**src/rtl/fte_pkg.sv**
```systemverilog
// ----------------------------------------------------------------------------
// fte_pkg
// shared types and constants of the fat table engine
// ----------------------------------------------------------------------------
`timescale 1ns / 1ps

package fte_pkg;

   localparam int VALUE_W  = 28;
   localparam int INDEX_W  = 12;
   localparam int STATUS_W = 3;
   localparam int FUNC_W   = 2;
   localparam int COUNT_W  = 13;

   // entries at or above this mark end a chain
   localparam logic [VALUE_W-1:0] CHAIN_END = 28'hFFFFFF7;
   localparam logic [COUNT_W-1:0] COUNT_RESET = 13'd4096;

   localparam logic [STATUS_W-1:0] STAT_OK        = 3'd0;
   localparam logic [STATUS_W-1:0] STAT_NONE_FREE = 3'd1;
   localparam logic [STATUS_W-1:0] STAT_RANGE     = 3'd2;
   localparam logic [STATUS_W-1:0] STAT_TRUNC     = 3'd3;
   localparam logic [STATUS_W-1:0] STAT_BROKEN    = 3'd4;

   typedef enum logic [FUNC_W-1:0] {
      FUNC_READ      = 2'd0,
      FUNC_WRITE     = 2'd1,
      FUNC_FIND_FREE = 2'd2,
      FUNC_WALK      = 2'd3
   } func_type;

   typedef enum logic [2:0] {
      S_CLEAR,
      S_IDLE,
      S_ONE,
      S_READ,
      S_SCAN,
      S_WALK
   } state_type;

   typedef struct packed {
      logic [VALUE_W-1:0]  value;
      logic [INDEX_W-1:0]  index;
      logic [STATUS_W-1:0] status;
      logic                last;
   } result_type;

endpackage

```
**src/rtl/fte_out.sv**
```systemverilog
// ----------------------------------------------------------------------------
// fte_out
// result output register, frees the sequencer from the response side
// ----------------------------------------------------------------------------
`timescale 1ns / 1ps

module fte_out (
   input  logic                         clock,
   input  logic                         reset,
   input  logic                         res_valid,
   input  fte_pkg::result_type          res,
   output logic                         res_free,
   output logic                         rsp_valid,
   input  logic                         rsp_ready,
   output logic [fte_pkg::VALUE_W-1:0]  rsp_value_out,
   output logic [fte_pkg::INDEX_W-1:0]  rsp_index_out,
   output logic [fte_pkg::STATUS_W-1:0] rsp_status,
   output logic                         rsp_last
);

   import fte_pkg::*;

   logic       valid_ff;
   result_type res_ff;

   // slot is free when empty or being drained this cycle
   assign res_free = !valid_ff || rsp_ready;

   always_ff @(posedge clock) begin
      if (reset) begin
         valid_ff <= 1'b0;
      end else if (res_free) begin
         valid_ff <= res_valid;
      end
   end

   always_ff @(posedge clock) begin
      if (res_free && res_valid) begin
         res_ff <= res;
      end
   end

   assign rsp_valid     = valid_ff;
   assign rsp_value_out = res_ff.value;
   assign rsp_index_out = res_ff.index;
   assign rsp_status    = res_ff.status;
   assign rsp_last      = res_ff.last;

endmodule

```
**config.mk**
```make
export PLATFORM = sky130hd
export DESIGN_NAME = fte_out
export DESIGN_NICKNAME = d
export VERILOG_FILES = /design/src/rtl/fte_pkg.sv /design/src/rtl/fte_out.sv
export SDC_FILE = /design/constraint.sdc
export NUM_CORES = 1
export LEC_CHECK = 0
export ABC_AREA = 0
export BUFFER_PORTS_ARGS = -buffer_cell sky130_fd_sc_hd__buf_2
export CAP_MARGIN = 0
export CORE_ASPECT_RATIO = 0.9
export CORE_MARGIN = 3
export CORE_UTILIZATION = 28
export CTS_BUF_LIST = sky130_fd_sc_hd__clkbuf_2 sky130_fd_sc_hd__clkbuf_4 sky130_fd_sc_hd__clkbuf_8
export DETAILED_ROUTE_END_ITERATION = 12
export PLACE_DENSITY = 0.64
export SLEW_MARGIN = 40
export SYNTH_ARGS = -nofsm -noshare
export SYNTH_HDL_FRONTEND = slang
export SYNTH_SLANG_ARGS = --single-unit
export TNS_END_PERCENT = 5
```
**constraint.sdc**
```tcl
create_clock -name clock -period 1.3 [get_ports clock]
set_input_delay 0.26 -clock clock [delete_from_list [all_inputs] [get_ports clock]]
set_output_delay 0.26 -clock clock [all_outputs]
set_load 0.1 [all_outputs]
```
==> metrics list <==
- Worst slew margin relative to its limit: 0.9085
- CP Launch Point: rsp_valid$_SDFFE_PP0P_
- Of the total power, combinational logic draws 0.275.
* Per-cell via count in the routed design: just under 4
- The floorplan step set the die height to 72.51 um.
* Root buf cell: sky130_fd_sc_hd__clkbuf_8
- Count of input and output buffers: 93
- Startpoint types: flop
* Synthesized instance count: 49
- Period utilisation layout: 0.9132
- The run finished with clean final reports.
* Skew-Pair Late Insertion Delay: between 0.2 and 0.3 ns
* Setup TNS: 0 ns
- Layout cells sized above 1: 0.7039
* Routed Antenna Nets: 0
- In this run the cell area of the synthesized design comes to ~1400 sq um.
* Total wire length: 3117 um
- Wire length of the first global-routing pass: 4885 um
- Clock network fraction of design power: 0.268
- Final cell utilization of the core: 0.6014
- Category of the most critical setup path: flop to output port
- The layout has 349 filler cells.
- Global routing finished with a remaining overflow of 0.
* Total nets after synthesis: 97
- Derived from the worst setup path, the maximum achievable clock frequency is 842.3 MHz.
- TritonCTS clock tree: yes
- Worst hold margin: 0.1073 ns
- For the pin with the worst max-slew slack, the measured transition is 0.1375 ns.
* Switching component of the power: 1.217 mW
- Most instantiated library cell after synthesis: sky130_fd_sc_hd__edfxtp_1
* Post-CTS setup-driven buffer insertion count: 0
- Synthesis instantiated 6 different standard cells from the library.
* Number of global-route vias before repair: 980
- Clock sink total: 45
- The die covers between 5000 and 6000 sq um.
- Number of cell rows: 23
- Post-route DRC: 0
* Clock tree buffer depth: 2
* Number of antenna violations at the first check in global routing: 0
- Internal power: 2.642 mW
- Mean area per synthesized cell: 28.09 sq um
- Peak supply drop: 1164 uV
- Measured along the x axis, the die boundary spans 79.90 um.
* Total count of hold-check failures in the final report: 0
- Buffers inserted during clock tree synthesis total 5.
- Subtracting the final worst setup slack from the clock period gives 1.187 ns.
* Min-Delay Path Class: primary input to flop
* Global routing usage summed across all routing layers: 0.1171
- The worst setup path is captured at an output port.
* DR WL/cell: 14.57 um
* Count of H-tree levels built during CTS: 2
- At the worst endpoint, the required time is 1.04 ns.
- Sequential cell area fraction in the yosys report: 0.9745
* Post-synth ARST share: 0
- OpenSTA, run right after detailed placement, puts the worst setup slack at 0.1123 ns.
- Setup slack on the critical path of the routed design comes to 0.1128 ns.
- Clock-pin slew was measured on the worst setup and hold paths at 0.08 ns.
- Critical path arrival: 0.93 ns
* Max_cap viols: 0
- Critical hold path startpoint: reset
* Worst R2R Setup Slack: 0.14 ns
* Sequential share of power: 0.457
* Pin count of the biggest net entering global routing: 22
- Number of flops mapped to enable cells by yosys: 44
* Reported leakage power: ~1.1 nW
* Share of Yosys cell area claimed by the top area cell type: 0.9600
* Diode count: 0
* Net switching share of the total power: 0.3154
- Setup repair after global routing left no endpoint under its margin.
* Number of gates resized after cts: 0
- Summed over all instances, the cell type with the most area after synthesis is sky130_fd_sc_hd__edfxtp_1.
- Among all flip-flop cells after synthesis, the most frequent one is sky130_fd_sc_hd__edfxtp_1.
* DRT iter0 DRCs: 33
- Final number of setup-violating endpoints: 0
* Total number of vias: roughly 840
- Dividing total power by cell area gives a power density of 1394 nW/um^2.
- Final total power: 3.859 mW
- 94 I/O pins were placed.
* # hold bufs at CTS: 0
- The final number of max-transition violations is 0.
* Worst Clk Skew: 0.006823 ns
- Ranked by total cell area, the synthesized netlist is headed by sky130_fd_sc_hd__edfxtp_1 96%, sky130_fd_sc_hd__dfxtp_1 1.5%, sky130_fd_sc_hd__nand2b_4 1.0%.
- The region available for standard cell placement spans 4604 sq um.
* CP max FO: 3
- Drt pass-1 iters: 2
* Syn-to-layout area delta: 101.2%
- The startpoint identified for the worst register-to-register timing path is rsp_valid$_SDFFE_PP0P_.
- The synthesized design contains 45 register bits.
- Effective utilization at floorplan: 0.2989
* Nets: 199
* Syn. warnings: 0
- Routability congestion estimate: 0.7122
==> final timing paths <==
path	endpoint	cells past startpoint
setup / recovery	res_free	2
hold / removal	rsp_valid$_SDFFE_PP0P_	2
setup reg to reg	rsp_value_out[5]$_DFFE_PP_	3
hold reg to reg	rsp_valid$_SDFFE_PP0P_	2
==> per-stage QoR <==
step / cells / cell area (sq um)
4_1_cts: 214 / 2769
5_1_grt: 214 / 2769
3_5_place_dp: 206 / 2654
2_1_floorplan: 49 / 1380
3_3_place_gp: 206 / 2654
6_report: 214 / 2769
==> power groups by stage <==
| stage | registers (mW) | logic [mW] | clock network, mW |
|---|---|---|---|
| detailed placement | 1.80 | 1.07 | 0 |
| finish | 1.76 | 1.06 | 1.03 |
| floorplan | 2.34 | 0.0439 | 0 |
| CTS | 1.77 | 1.07 | 1.06 |
| global placement | 1.79 | 1.06 | 0 |
| global route | 1.77 | 1.09 | 1.15 |
==> area by class of cell <==
class / count / area [sq um] / area share
Clock buffer: 5 / 68.82 / 0.02485
Clock inverter: 3 / 46.29 / 0.01672
Inverter: 1 / 3.754 / 0.001356
Multi-Input combinational cell: 3 / 31.28 / 0.01130
Sequential cell: 45 / 1345 / 0.4858
Tap cell: 62 / 77.57 / 0.02802
Timing Repair Buffer: 95 / 1196 / 0.4320
==> registers in the layout, summed over array words and instances (netlist names) <==
register,flops
rsp_status,3
rsp_last,1
rsp_value_out,28
rsp_index_out,12
rsp_valid,1
==> critical path, cell delays in order (launching register included) <==
cell and delay (ns):
sky130_fd_sc_hd__dfxtp_4 0.37, sky130_fd_sc_hd__nand2b_4 0.09, sky130_fd_sc_hd__buf_12 0.17
==> logic make-up (layout without fill, tap and decap cells) <==
| kind of cell | after synthesis | after routing | synth area share |
|---|---|---|---|
| buf+inv | 1 | 104 | 0.002725 |
| simple gates | 2 | 2 | 0.01636 |
| flops | 45 | 45 | 0.9745 |
| compound gates | 1 | 1 | 0.006365 |
==> cell usage in the layout (no fill, tap or decap), drive strengths merged <==
cell and instances:
buf 95, a21oi 1, dfxtp 1, clkbuf 5
and2 1, nand2b 1, clkinvlp 1, clkinv 1
inv 1, edfxtp 44, bufinv 1
==> routing by layer <==
metal	GRT usage	wire length [um]
met2	0.2031	1693
met5	0	0
met1	0.1016	865
met4	0.03940	19
met3	0.09181	539
Power figures use the tool's default switching activity.
